## src/rtl/core/hqv_pkg.sv

```systemverilog
// ----------------------------------------------------------------------------
// hqv_pkg
// Shared types, constants and helper functions for the hemisphere quad
// vertex generator.
// ----------------------------------------------------------------------------
package hqv_pkg;

    // configuration register indexes
    localparam logic [1:0] REG_RADIUS      = 2'd0;
    localparam logic [1:0] REG_SLICE_COUNT = 2'd1;
    localparam logic [1:0] REG_STACK_COUNT = 2'd2;

    localparam logic [15:0] RADIUS_RST      = 16'd256;
    localparam logic [8:0]  SLICE_COUNT_RST = 9'd16;
    localparam logic [8:0]  STACK_COUNT_RST = 9'd8;

    // largest usable division count
    localparam logic [8:0] MAX_DIVISIONS = 9'd256;

    // CORDIC setup: x starts at the inverse gain scaled by 2^24
    localparam int              CORDIC_STEPS = 15;
    localparam logic signed [26:0] CORDIC_GAIN = 27'sd10188014;
    localparam logic signed [26:0] Q14_ONE_W   = 27'sd16384;

    // request as it travels from front to back
    typedef struct packed {
        logic [7:0] stack_idx;
        logic [7:0] slice_idx;
        logic       bad;
    } t_item;

    // arctangent of 2^-k in phase units (65536 per turn)
    function automatic logic signed [16:0] atan_of(input logic [3:0] k);
        logic signed [16:0] a;
        case (k)
            4'd0:    a = 17'sd8192;
            4'd1:    a = 17'sd4836;
            4'd2:    a = 17'sd2555;
            4'd3:    a = 17'sd1297;
            4'd4:    a = 17'sd651;
            4'd5:    a = 17'sd326;
            4'd6:    a = 17'sd163;
            4'd7:    a = 17'sd81;
            4'd8:    a = 17'sd41;
            4'd9:    a = 17'sd20;
            4'd10:   a = 17'sd10;
            4'd11:   a = 17'sd5;
            4'd12:   a = 17'sd3;
            4'd13:   a = 17'sd1;
            4'd14:   a = 17'sd1;
            default: a = 17'sd0;
        endcase
        return a;
    endfunction

    // corner code of vertex v: triangles use corners 0,1,2 and 1,3,2
    function automatic logic [1:0] corner_of(input logic [2:0] v);
        logic [1:0] c;
        case (v)
            3'd0:    c = 2'd0;
            3'd1:    c = 2'd1;
            3'd2:    c = 2'd2;
            3'd3:    c = 2'd1;
            3'd4:    c = 2'd3;
            default: c = 2'd2;
        endcase
        return c;
    endfunction

endpackage

```

## src/rtl/core/hqv_front.sv

```systemverilog
// ----------------------------------------------------------------------------
// hqv_front
// Accepts quad requests, flags out-of-range indexes and queues them for
// the vertex engine.
// ----------------------------------------------------------------------------
module hqv_front
    import hqv_pkg::*;
(
    input  logic       i_clk,
    input  logic       i_rst_n,
    input  logic       i_valid,
    output logic       o_stall,
    input  logic [7:0] i_stack_index,
    input  logic [7:0] i_slice_index,
    input  logic [8:0] i_stack_cnt,
    input  logic [8:0] i_slice_cnt,
    output logic       o_q_valid,
    output t_item      o_q_item,
    input  logic       i_q_pop
);

    t_item       r_mem [4];
    logic [1:0]  r_wp;
    logic [1:0]  r_rp;
    logic [2:0]  r_cnt;
    logic        push;
    logic        pop;
    t_item       item;

    // classify the incoming request
    always_comb begin
        item.stack_idx = i_stack_index;
        item.slice_idx = i_slice_index;
        item.bad       = ({1'b0, i_stack_index} >= i_stack_cnt) ||
                         ({1'b0, i_slice_index} >= i_slice_cnt);
    end

    assign o_stall   = (r_cnt == 3'd4);
    assign push      = i_valid && !o_stall;
    assign o_q_valid = (r_cnt != 3'd0);
    assign pop       = i_q_pop && o_q_valid;
    assign o_q_item  = r_mem[r_rp];

    // store queued requests
    always_ff @(posedge i_clk) begin
        if (push) begin
            r_mem[r_wp] <= item;
        end
    end

    // advance queue pointers
    always_ff @(posedge i_clk) begin
        if (!i_rst_n) begin
            r_wp  <= 2'd0;
            r_rp  <= 2'd0;
            r_cnt <= 3'd0;
        end else begin
            if (push) begin
                r_wp <= r_wp + 2'd1;
            end
            if (pop) begin
                r_rp <= r_rp + 2'd1;
            end
            case ({push, pop})
                2'b10:   r_cnt <= r_cnt + 3'd1;
                2'b01:   r_cnt <= r_cnt - 3'd1;
                default: r_cnt <= r_cnt;
            endcase
        end
    end

endmodule

```

## src/rtl/core/hqv_back.sv

```systemverilog
// ----------------------------------------------------------------------------
// hqv_back
// Vertex engine: divides out the four phases, runs a shared CORDIC over
// them, then builds and sends the quad's six vertices, or one flagged result.
// ----------------------------------------------------------------------------
module hqv_back
    import hqv_pkg::*;
(
    input  logic               i_clk,
    input  logic               i_rst_n,
    input  logic               i_q_valid,
    input  t_item              i_q_item,
    output logic               o_q_pop,
    input  logic [15:0]        i_radius,
    input  logic [8:0]         i_stack_cnt,
    input  logic [8:0]         i_slice_cnt,
    output logic               o_valid,
    input  logic               i_stall,
    output logic signed [16:0] o_pos_x,
    output logic signed [16:0] o_pos_y,
    output logic signed [16:0] o_pos_z,
    output logic signed [15:0] o_norm_x,
    output logic signed [15:0] o_norm_y,
    output logic signed [15:0] o_norm_z,
    output logic [1:0]         o_corner,
    output logic               o_last,
    output logic               o_bad_index
);

    localparam logic [3:0] S_IDLE  = 4'd0;
    localparam logic [3:0] S_LOAD  = 4'd1;
    localparam logic [3:0] S_DIV   = 4'd2;
    localparam logic [3:0] S_CINIT = 4'd3;
    localparam logic [3:0] S_CORD  = 4'd4;
    localparam logic [3:0] S_NRM   = 4'd5;
    localparam logic [3:0] S_POS   = 4'd6;
    localparam logic [3:0] S_OUT   = 4'd7;
    localparam logic [3:0] S_BAD   = 4'd8;

    logic [3:0]         r_state;
    logic [7:0]         r_i;
    logic [7:0]         r_j;
    logic [8:0]         r_ns;
    logic [8:0]         r_nl;
    logic [4:0]         r_k;
    logic [1:0]         r_sel;
    logic [9:0]         r_rem;
    logic [24:0]        r_quo;
    logic [15:0]        r_ph  [4];
    logic signed [26:0] r_x;
    logic signed [26:0] r_y;
    logic signed [16:0] r_z;
    logic signed [15:0] r_cos [4];
    logic signed [15:0] r_sin [4];
    logic [2:0]         r_v;
    logic [1:0]         r_ax;
    logic signed [15:0] r_n0;
    logic signed [15:0] r_n1;
    logic signed [15:0] r_n2;
    logic signed [16:0] r_px;
    logic signed [16:0] r_py;
    logic signed [16:0] r_pz;

    logic               r_ovalid;
    logic signed [16:0] r_opx;
    logic signed [16:0] r_opy;
    logic signed [16:0] r_opz;
    logic signed [15:0] r_onx;
    logic signed [15:0] r_ony;
    logic signed [15:0] r_onz;
    logic [1:0]         r_ocorner;
    logic               r_olast;
    logic               r_obad;

    logic               out_free;
    logic [24:0]        num;
    logic [8:0]         ip1;
    logic [8:0]         jp1;
    logic [8:0]         dvsr;
    logic [9:0]         rem_sh;
    logic               ge;
    logic [24:0]        quo_n;
    logic signed [26:0] dx;
    logic signed [26:0] dy;
    logic signed [26:0] xr;
    logic signed [26:0] yr;
    logic signed [15:0] cr;
    logic signed [15:0] sr;
    logic signed [15:0] cq;
    logic signed [15:0] sq;
    logic [1:0]         quad;
    logic [1:0]         corner;
    logic [1:0]         st_sel;
    logic [1:0]         sl_sel;
    logic signed [31:0] p0;
    logic signed [31:0] p2;
    logic signed [31:0] p0r;
    logic signed [31:0] p2r;
    logic signed [15:0] nsel;
    logic signed [32:0] pp;
    logic signed [32:0] ppr;

    assign out_free = !r_ovalid || !i_stall;
    assign o_q_pop  = (r_state == S_IDLE) && i_q_valid;

    // numerator of the current phase division
    always_comb begin
        ip1 = {1'b0, r_i} + 9'd1;
        jp1 = {1'b0, r_j} + 9'd1;
        case (r_sel)
            2'd0:    num = {3'b0, r_i, 14'b0} + {17'b0, r_ns[8:1]};
            2'd1:    num = {2'b0, ip1, 14'b0} + {17'b0, r_ns[8:1]};
            2'd2:    num = {1'b0, r_j, 16'b0} + {17'b0, r_nl[8:1]};
            default: num = {jp1, 16'b0} + {17'b0, r_nl[8:1]};
        endcase
    end

    // one restoring division step
    always_comb begin
        dvsr   = r_sel[1] ? r_nl : r_ns;
        rem_sh = {r_rem[8:0], r_quo[24]};
        ge     = (rem_sh >= {1'b0, dvsr});
        quo_n  = {r_quo[23:0], ge};
    end

    // CORDIC step and final rounding into the right quadrant
    always_comb begin
        dx   = r_y >>> r_k[3:0];
        dy   = r_x >>> r_k[3:0];
        xr   = (r_x + 27'sd512) >>> 10;
        yr   = (r_y + 27'sd512) >>> 10;
        if (xr > Q14_ONE_W) begin
            cr = 16'sd16384;
        end else if (xr < -Q14_ONE_W) begin
            cr = -16'sd16384;
        end else begin
            cr = xr[15:0];
        end
        if (yr > Q14_ONE_W) begin
            sr = 16'sd16384;
        end else if (yr < -Q14_ONE_W) begin
            sr = -16'sd16384;
        end else begin
            sr = yr[15:0];
        end
        quad = r_ph[r_sel][15:14];
        case (quad)
            2'd0:    begin cq = cr;  sq = sr;  end
            2'd1:    begin cq = -sr; sq = cr;  end
            2'd2:    begin cq = -cr; sq = -sr; end
            default: begin cq = sr;  sq = -cr; end
        endcase
    end

    // normal of the current vertex
    always_comb begin
        corner = corner_of(r_v);
        st_sel = (corner < 2'd2) ? 2'd1 : 2'd0;
        sl_sel = corner[0] ? 2'd3 : 2'd2;
        p0     = r_cos[sl_sel] * r_cos[st_sel];
        p2     = r_sin[sl_sel] * r_cos[st_sel];
        p0r    = (p0 + 32'sd8192) >>> 14;
        p2r    = (p2 + 32'sd8192) >>> 14;
    end

    // position, one axis a cycle
    always_comb begin
        case (r_ax)
            2'd0:    nsel = r_n0;
            2'd1:    nsel = r_n1;
            default: nsel = r_n2;
        endcase
        pp  = $signed({1'b0, i_radius}) * nsel;
        ppr = (pp + 33'sd8192) >>> 14;
    end

    // sequence one request through divide, CORDIC and vertex build
    always_ff @(posedge i_clk) begin
        if (!i_rst_n) begin
            r_state <= S_IDLE;
        end else begin
            unique case (r_state)
                S_IDLE: begin
                    if (i_q_valid) begin
                        r_i   <= i_q_item.stack_idx;
                        r_j   <= i_q_item.slice_idx;
                        r_ns  <= i_stack_cnt;
                        r_nl  <= i_slice_cnt;
                        r_sel <= 2'd0;
                        r_state <= i_q_item.bad ? S_BAD : S_LOAD;
                    end
                end
                S_LOAD: begin
                    r_quo   <= num;
                    r_rem   <= 10'd0;
                    r_k     <= 5'd0;
                    r_state <= S_DIV;
                end
                S_DIV: begin
                    r_quo <= quo_n;
                    r_rem <= ge ? (rem_sh - {1'b0, dvsr}) : rem_sh;
                    r_k   <= r_k + 5'd1;
                    if (r_k == 5'd24) begin
                        r_ph[r_sel] <= quo_n[15:0];
                        r_sel       <= r_sel + 2'd1;
                        r_state     <= (r_sel == 2'd3) ? S_CINIT : S_LOAD;
                    end
                end
                S_CINIT: begin
                    r_x     <= CORDIC_GAIN;
                    r_y     <= 27'sd0;
                    r_z     <= {3'b0, r_ph[r_sel][13:0]};
                    r_k     <= 5'd0;
                    r_state <= S_CORD;
                end
                S_CORD: begin
                    if (r_k == 5'(CORDIC_STEPS)) begin
                        r_cos[r_sel] <= cq;
                        r_sin[r_sel] <= sq;
                        r_sel        <= r_sel + 2'd1;
                        r_v          <= 3'd0;
                        r_state      <= (r_sel == 2'd3) ? S_NRM : S_CINIT;
                    end else begin
                        if (!r_z[16]) begin
                            r_x <= r_x - dx;
                            r_y <= r_y + dy;
                            r_z <= r_z - atan_of(r_k[3:0]);
                        end else begin
                            r_x <= r_x + dx;
                            r_y <= r_y - dy;
                            r_z <= r_z + atan_of(r_k[3:0]);
                        end
                        r_k <= r_k + 5'd1;
                    end
                end
                S_NRM: begin
                    r_n0    <= p0r[15:0];
                    r_n1    <= r_sin[st_sel];
                    r_n2    <= p2r[15:0];
                    r_ax    <= 2'd0;
                    r_state <= S_POS;
                end
                S_POS: begin
                    case (r_ax)
                        2'd0:    r_px <= ppr[16:0];
                        2'd1:    r_py <= ppr[16:0];
                        default: r_pz <= ppr[16:0];
                    endcase
                    r_ax <= r_ax + 2'd1;
                    if (r_ax == 2'd2) begin
                        r_state <= S_OUT;
                    end
                end
                S_OUT: begin
                    if (out_free) begin
                        r_v     <= r_v + 3'd1;
                        r_state <= (r_v == 3'd5) ? S_IDLE : S_NRM;
                    end
                end
                S_BAD: begin
                    if (out_free) begin
                        r_state <= S_IDLE;
                    end
                end
                default: r_state <= S_IDLE;
            endcase
        end
    end

    // hold the result until the transfer completes
    always_ff @(posedge i_clk) begin
        if (!i_rst_n) begin
            r_ovalid <= 1'b0;
        end else if ((r_state == S_OUT || r_state == S_BAD) && out_free) begin
            r_ovalid <= 1'b1;
        end else if (!i_stall) begin
            r_ovalid <= 1'b0;
        end
    end

    // load result payload
    always_ff @(posedge i_clk) begin
        if (r_state == S_OUT && out_free) begin
            r_opx     <= r_px;
            r_opy     <= r_py;
            r_opz     <= r_pz;
            r_onx     <= r_n0;
            r_ony     <= r_n1;
            r_onz     <= r_n2;
            r_ocorner <= corner;
            r_olast   <= (r_v == 3'd5);
            r_obad    <= 1'b0;
        end else if (r_state == S_BAD && out_free) begin
            r_opx     <= 17'sd0;
            r_opy     <= 17'sd0;
            r_opz     <= 17'sd0;
            r_onx     <= 16'sd0;
            r_ony     <= 16'sd0;
            r_onz     <= 16'sd0;
            r_ocorner <= 2'd0;
            r_olast   <= 1'b1;
            r_obad    <= 1'b1;
        end
    end

    assign o_valid     = r_ovalid;
    assign o_pos_x     = r_opx;
    assign o_pos_y     = r_opy;
    assign o_pos_z     = r_opz;
    assign o_norm_x    = r_onx;
    assign o_norm_y    = r_ony;
    assign o_norm_z    = r_onz;
    assign o_corner    = r_ocorner;
    assign o_last      = r_olast;
    assign o_bad_index = r_obad;

endmodule

```

## src/rtl/core/hemisphere_quad_vertex_generator.sv

```systemverilog
// ----------------------------------------------------------------------------
// hemisphere_quad_vertex_generator
// Emits the six vertices (position and unit normal) of one hemisphere quad.
// ----------------------------------------------------------------------------
// A request (stack, slice) is queued by the front end, up to four deep, so
// new requests keep being taken while the engine works. A valid request is
// taken from the queue, then put through four phase divisions in one
// bit-serial divider and four sine/cosine evaluations in one iterative
// CORDIC; then for each vertex the engine forms the normal and the three
// position products, which share one multiplier, and sends the vertex.
// A request with an index at or beyond its count gives a single flagged
// result. Results leave through an output register; stall on the result
// channel holds the engine. Counts above 256 are used as 256.
module hemisphere_quad_vertex_generator
    import hqv_pkg::*;
(
    input  logic               i_clk,
    input  logic               i_rst_n,
    input  logic               i_cfg_we,
    input  logic [1:0]         i_cfg_idx,
    input  logic [15:0]        i_cfg_data,
    input  logic               i_valid,
    output logic               o_stall,
    input  logic [7:0]         i_stack_index,
    input  logic [7:0]         i_slice_index,
    output logic               o_valid,
    input  logic               i_stall,
    output logic signed [16:0] o_pos_x,
    output logic signed [16:0] o_pos_y,
    output logic signed [16:0] o_pos_z,
    output logic signed [15:0] o_norm_x,
    output logic signed [15:0] o_norm_y,
    output logic signed [15:0] o_norm_z,
    output logic [1:0]         o_corner,
    output logic               o_last,
    output logic               o_bad_index
);

    logic [15:0] r_radius;
    logic [8:0]  r_slice_cnt;
    logic [8:0]  r_stack_cnt;
    logic [8:0]  stack_eff;
    logic [8:0]  slice_eff;
    logic        q_valid;
    logic        q_pop;
    t_item       q_item;

    // write configuration registers
    always_ff @(posedge i_clk) begin
        if (!i_rst_n) begin
            r_radius    <= RADIUS_RST;
            r_slice_cnt <= SLICE_COUNT_RST;
            r_stack_cnt <= STACK_COUNT_RST;
        end else if (i_cfg_we) begin
            unique case (i_cfg_idx)
                REG_RADIUS:      r_radius    <= i_cfg_data;
                REG_SLICE_COUNT: r_slice_cnt <= i_cfg_data[8:0];
                REG_STACK_COUNT: r_stack_cnt <= i_cfg_data[8:0];
                default:         ;
            endcase
        end
    end

    // limit counts to the largest division count
    assign stack_eff = (r_stack_cnt > MAX_DIVISIONS) ? MAX_DIVISIONS : r_stack_cnt;
    assign slice_eff = (r_slice_cnt > MAX_DIVISIONS) ? MAX_DIVISIONS : r_slice_cnt;

    hqv_front u_front (
        .i_clk         (i_clk),
        .i_rst_n       (i_rst_n),
        .i_valid       (i_valid),
        .o_stall       (o_stall),
        .i_stack_index (i_stack_index),
        .i_slice_index (i_slice_index),
        .i_stack_cnt   (stack_eff),
        .i_slice_cnt   (slice_eff),
        .o_q_valid     (q_valid),
        .o_q_item      (q_item),
        .i_q_pop       (q_pop)
    );

    hqv_back u_back (
        .i_clk       (i_clk),
        .i_rst_n     (i_rst_n),
        .i_q_valid   (q_valid),
        .i_q_item    (q_item),
        .o_q_pop     (q_pop),
        .i_radius    (r_radius),
        .i_stack_cnt (stack_eff),
        .i_slice_cnt (slice_eff),
        .o_valid     (o_valid),
        .i_stall     (i_stall),
        .o_pos_x     (o_pos_x),
        .o_pos_y     (o_pos_y),
        .o_pos_z     (o_pos_z),
        .o_norm_x    (o_norm_x),
        .o_norm_y    (o_norm_y),
        .o_norm_z    (o_norm_z),
        .o_corner    (o_corner),
        .o_last      (o_last),
        .o_bad_index (o_bad_index)
    );

endmodule

```

## config.mk

```make
export PLATFORM = sky130hd
export DESIGN_NAME = hemisphere_quad_vertex_generator
export DESIGN_NICKNAME = d
export VERILOG_FILES = /design/src/rtl/core/hqv_pkg.sv /design/src/rtl/core/hqv_front.sv /design/src/rtl/core/hqv_back.sv /design/src/rtl/core/hemisphere_quad_vertex_generator.sv
export SDC_FILE = /design/constraint.sdc
export NUM_CORES = 2
export LEC_CHECK = 0
export BUFFER_PORTS_ARGS = -buffer_cell sky130_fd_sc_hd__buf_2
export CAP_MARGIN = 20
export CORE_UTILIZATION = 52
export DETAILED_ROUTE_END_ITERATION = 12
export PLACE_DENSITY = 0.8
export SYNTH_ARGS = -nofsm -noshare
export SYNTH_HDL_FRONTEND = slang
export SYNTH_SLANG_ARGS = --single-unit
```

## constraint.sdc

```tcl
create_clock -name i_clk -period 8.4 [get_ports i_clk]
set_clock_uncertainty 0.15 [all_clocks]
set_input_delay 1.68 -clock i_clk [delete_from_list [all_inputs] [get_ports i_clk]]
set_output_delay 1.68 -clock i_clk [all_outputs]
set_load 0.005 [all_outputs]
```

==> impl.org <==
** Global routing
- The via count of the first global-routing pass was 44800.
- Total gr overflow :: 0
- First-pass GRT wire length :: 248000 µm
- The number of antenna violations at the first check in global routing is 4.
- Global routing usage summed across all routing layers :: 26.4%
- Largest net degree at the start of global routing :: approximately 110

** Route
- The first routing iteration left 3774 violations.
- Number of vias after detailed routing :: 44200
- After detailed routing, the average wire length per cell comes to between 20 and 25 µm.
- Remaining routing DRC violations :: 0
- In the routed layout, each cell is associated on average with a via count of between 5 and 6.
- Wires add up to roughly 160000 µm.
- DR pass1 iterations :: 6
- Number of routed nets with antenna violations :: 0

** Power
- IR analysis of the VDD net gives a maximum drop of about 0.24 mV.
- Summed over all nets, the switching power comes to 3.83 mW.
- Of the total power, the share spent switching nets is between 30% and 40%.
- Logic gate share of total power :: between 30% and 40%
- Registers are responsible for between 30% and 40% of the overall power.
- Cell internal power was estimated by the tool at 7.48 mW.
- Power density over the cells :: between 150 and 200 nW/µm²
- Sum of internal, switching and leakage power :: about 11 mW
- Clock power frac :: between 20% and 30%
- In this run the static leakage power is 29.4 nW.

** Critical path
- R2R depth :: 32
- Among all stages on the critical path, the largest delay is contributed by sky130_fd_sc_hd__fa_1.
- Combined buffer and inverter count along the critical path :: 9
- Crit-path leading delay family :: adder cells
- Worst setup EP type :: flip-flop
- Counting buffers and inverters, the worst setup path is 32 cells deep.
- For the worst setup path, the data required time is 8.61 ns.
- Arrival time of the worst setup path :: about 8.3 ns
- Start-to-end type of the worst setup path :: reg2reg
- Worst stage delay on the critical path :: roughly 0.54 ns
- Largest driver fanout on the critical path :: 11
- Worst setup SP type :: flip-flop

** Finish
- Post-Layout Cell Count :: approximately 7600
- Cell area after layout :: approximately 67000 µm²
- Number of nets in the finished design :: 7109
- Area Overhead vs Synth :: 8.63%
- Share of layout cells above drive strength 1 :: 10.6%
- Most common library cell in the layout ignoring fill and taps :: sky130_fd_sc_hd__inv_1
- The number of antenna diodes in the final layout is 0.
- Most frequent cells in the layout :: 871 x sky130_fd_sc_hd__inv_1, 694 x sky130_fd_sc_hd__fa_1, 637 x sky130_fd_sc_hd__nand2_1

** CTS
- After clock tree synthesis, the clock-pin slew on the worst setup and hold paths is roughly 0.070 ns.
- TritonCTS built the clock tree.
- Clk root buf :: sky130_fd_sc_hd__clkbuf_16
- Depth of the CTS H-tree :: 3
- Counting along the longest clock path gives a buffer depth of 3.
- The number of clock buffers added by TritonCTS is 71.
- Clock Sinks :: a little under 700
- Clk_lat worst skew :: roughly 0.65 ns

** Timing
- The number of max-slew violations in the final report is 0.
- For the pin with the worst max-slew slack, the measured transition is ~1.2 ns.
- Number of endpoints with negative hold slack in the final report :: 0
- Setup repair after global routing missed its margin :: yes
- Final total negative setup slack :: 0 ns
- In the finished design, the share of the clock period the worst path needs comes to a little over nine tenths.
- Setup violations remaining at the end of the flow were counted as 0.
- Maximum achievable frequency :: approximately 120 MHz
- The worst path in the final design needs a cycle of 8.13 ns, including I/O delays and setup.
- Normalized max-slew margin :: between 15 and 20%

** Logic synthesis
- Sequential fraction of the synthesis area :: between 30% and 40%
- Post-Syn Area :: 61700 µm²
- Synth unique cells :: 99
- Post-Syn Instances :: 5885
- Async SR Flop Fraction :: 0%
- In this run, synthesis produced a sequential element count of just under 700.
- When the netlist entered floorplanning its net count stood at 7000.
- Number of synthesized flops with an enable pin :: 612
- After synthesis, the mean cell area works out to about 10 µm².
- Yosys printed 0 warnings.
- Synth Flop Type :: sky130_fd_sc_hd__edfxtp_1

** Placed design
- In this run, placement finished with an instance count of 7451.
- Gpl congestion :: between 1 and 1.5
- Sum of net half-perimeters after detailed placement :: roughly 120000 µm
- Total of buffers placed on input and output ports :: around 140
- Placed Area :: 64400 µm²

** Floorplan
- The die covers about 120000 µm².
- Number of standard-cell rows in the floorplan :: between 100 and 150
- The total area inside the core boundary comes to 118000 µm².
- For this configuration, the core starts out at a cell density of 52.3%.
- From left edge to right edge, the die measures approximately 350 µm.
- In this run the vertical extent of the chip is between 300 and 400 µm.
- about 140 I/O pins were placed.

** Hold path
- The min-delay analysis places its worst path in the category reg2reg.
- Counting instances, the worst hold path has a depth of 2.

** Flow run
- The tool flagged a number of max-cap violations equal to 0.

** Outcome
- The run finished with clean final reports.
==> cell usage after synthesis (65+ instances only) <==
library cell               instances  area [µm²]
sky130_fd_sc_hd__a21oi_1         193         966
sky130_fd_sc_hd__and2_1          154         963
sky130_fd_sc_hd__and3_1          151         945
sky130_fd_sc_hd__clkbuf_1        189         709
sky130_fd_sc_hd__dfxtp_1          65        1300
sky130_fd_sc_hd__edfxtp_1        612       18400
sky130_fd_sc_hd__fa_1            695       13900
sky130_fd_sc_hd__ha_1            381        4770
sky130_fd_sc_hd__inv_1           871        3270
sky130_fd_sc_hd__mux2_2           89        1000
sky130_fd_sc_hd__mux2i_1         121        1210
sky130_fd_sc_hd__mux4_2           69        1550
sky130_fd_sc_hd__nand2_1         642        2410
sky130_fd_sc_hd__nand3_1          67         335
sky130_fd_sc_hd__nor2_1          521        1960
sky130_fd_sc_hd__o21ai_0         154         771
sky130_fd_sc_hd__xnor2_1         145        1270
sky130_fd_sc_hd__xor2_1          108         946
==> stage by stage <==
| step | setup slack [ns] | utilization, % | hold slack (ns) |
|---|---|---|---|
| final | 0.271 | 56.8 | 0.334 |
| after floorplan | 0.0703 | - | 0.296 |
| after global routing | -0.0450 | 56.8 | 0.370 |
| after detailed placement | 0.179 | 54.6 | 0.318 |
| after global placement | 0.308 | 54.6 | 0.308 |
| after CTS | 0.131 | 56.7 | 0.335 |
==> power groups by stage <==
stage | clock (mW) | combinational (mW) | sequential (mW)
floorplan | 0 | 2.60 | 4.39
global placement | 0 | 3.34 | 4.49
detailed placement | 0 | 3.46 | 4.51
CTS | 3.37 | 3.51 | 4.44
global route | 3.49 | 3.89 | 4.47
finish | 3.32 | 3.54 | 4.45
==> worst reg2reg max path, delay by kind of cell (launching register included) <==
kind	cells	cell delay [ns]
adders and majority gates	8	3.54
and+or+nand+nor	2	0.29
muxes	2	0.68
buffers and inverters	9	0.81
DFF	1	0.46
AOI/OAI and AO/OA	10	1.76
xor gates and xnor gates	1	0.14
==> path summary, 6_finish.rpt <==
| path | end | slack (ns) | start |
|---|---|---|---|
| worst max-delay path | u_back.r_n0[14]$_DFFE_PP_ | 0.27 | u_back.r_v[0]$_SDFFCE_PN0P_ |
| worst min-delay path | r_slice_cnt[4]$_SDFFE_PN1P_ | 0.33 | r_slice_cnt[4]$_SDFFE_PN1P_ |
| worst max register to register | u_back.r_n0[14]$_DFFE_PP_ | 0.27 | u_back.r_v[0]$_SDFFCE_PN0P_ |
| worst min register to register | r_slice_cnt[4]$_SDFFE_PN1P_ | 0.33 | r_slice_cnt[4]$_SDFFE_PN1P_ |
==> what timing repair did <==
| item | in CTS | in global routing |
|---|---|---|
| setup buffers | 0 | 2 |
| hold buffers | 0 | 0 |
| resized for setup | 0 | 23 |
| setup endpoints to repair | 0 | 19 |
==> flip-flops by register name, indices dropped and copies added, names as in the netlist, 25 cells and up, named ones only <==
register	count
u_back.r_x	27
u_back.r_cos	64
u_back.r_ph	64
u_front.r_mem	68
u_back.r_sin	64
u_back.r_quo	25
u_back.r_y	27
==> routing by layer <==
metal,track usage (%),share of wire [%],up-vias
met3,4.80,8.7,435
li1,-,-,19700
met2,43.1,47,2055
met4,11.3,5.0,4
met1,34.5,39,22000
met5,0,0.015,-
==> final cells by class <==
cell class | instances | area [µm²]
clock buffer | 83 | 1820
clock inverter | 48 | 657
fill | 9557 | 50900
inverter | 873 | 3280
multi-input combinational | 4089 | 37800
sequential | 677 | 19700
tap | 1536 | 1920
timing repair buffer | 282 | 1840
==> kinds of logic after synthesis <==
family	synth area share, %
DFF	31.9
AOI/OAI and AO/OA	6.76
xor gates and xnor gates	3.59
buffers and inverters	7.09
adders and majority gates	30.3
and+or+nand+nor	13.5
muxes	6.87
No activity file was read; power rests on OpenSTA's default activity.
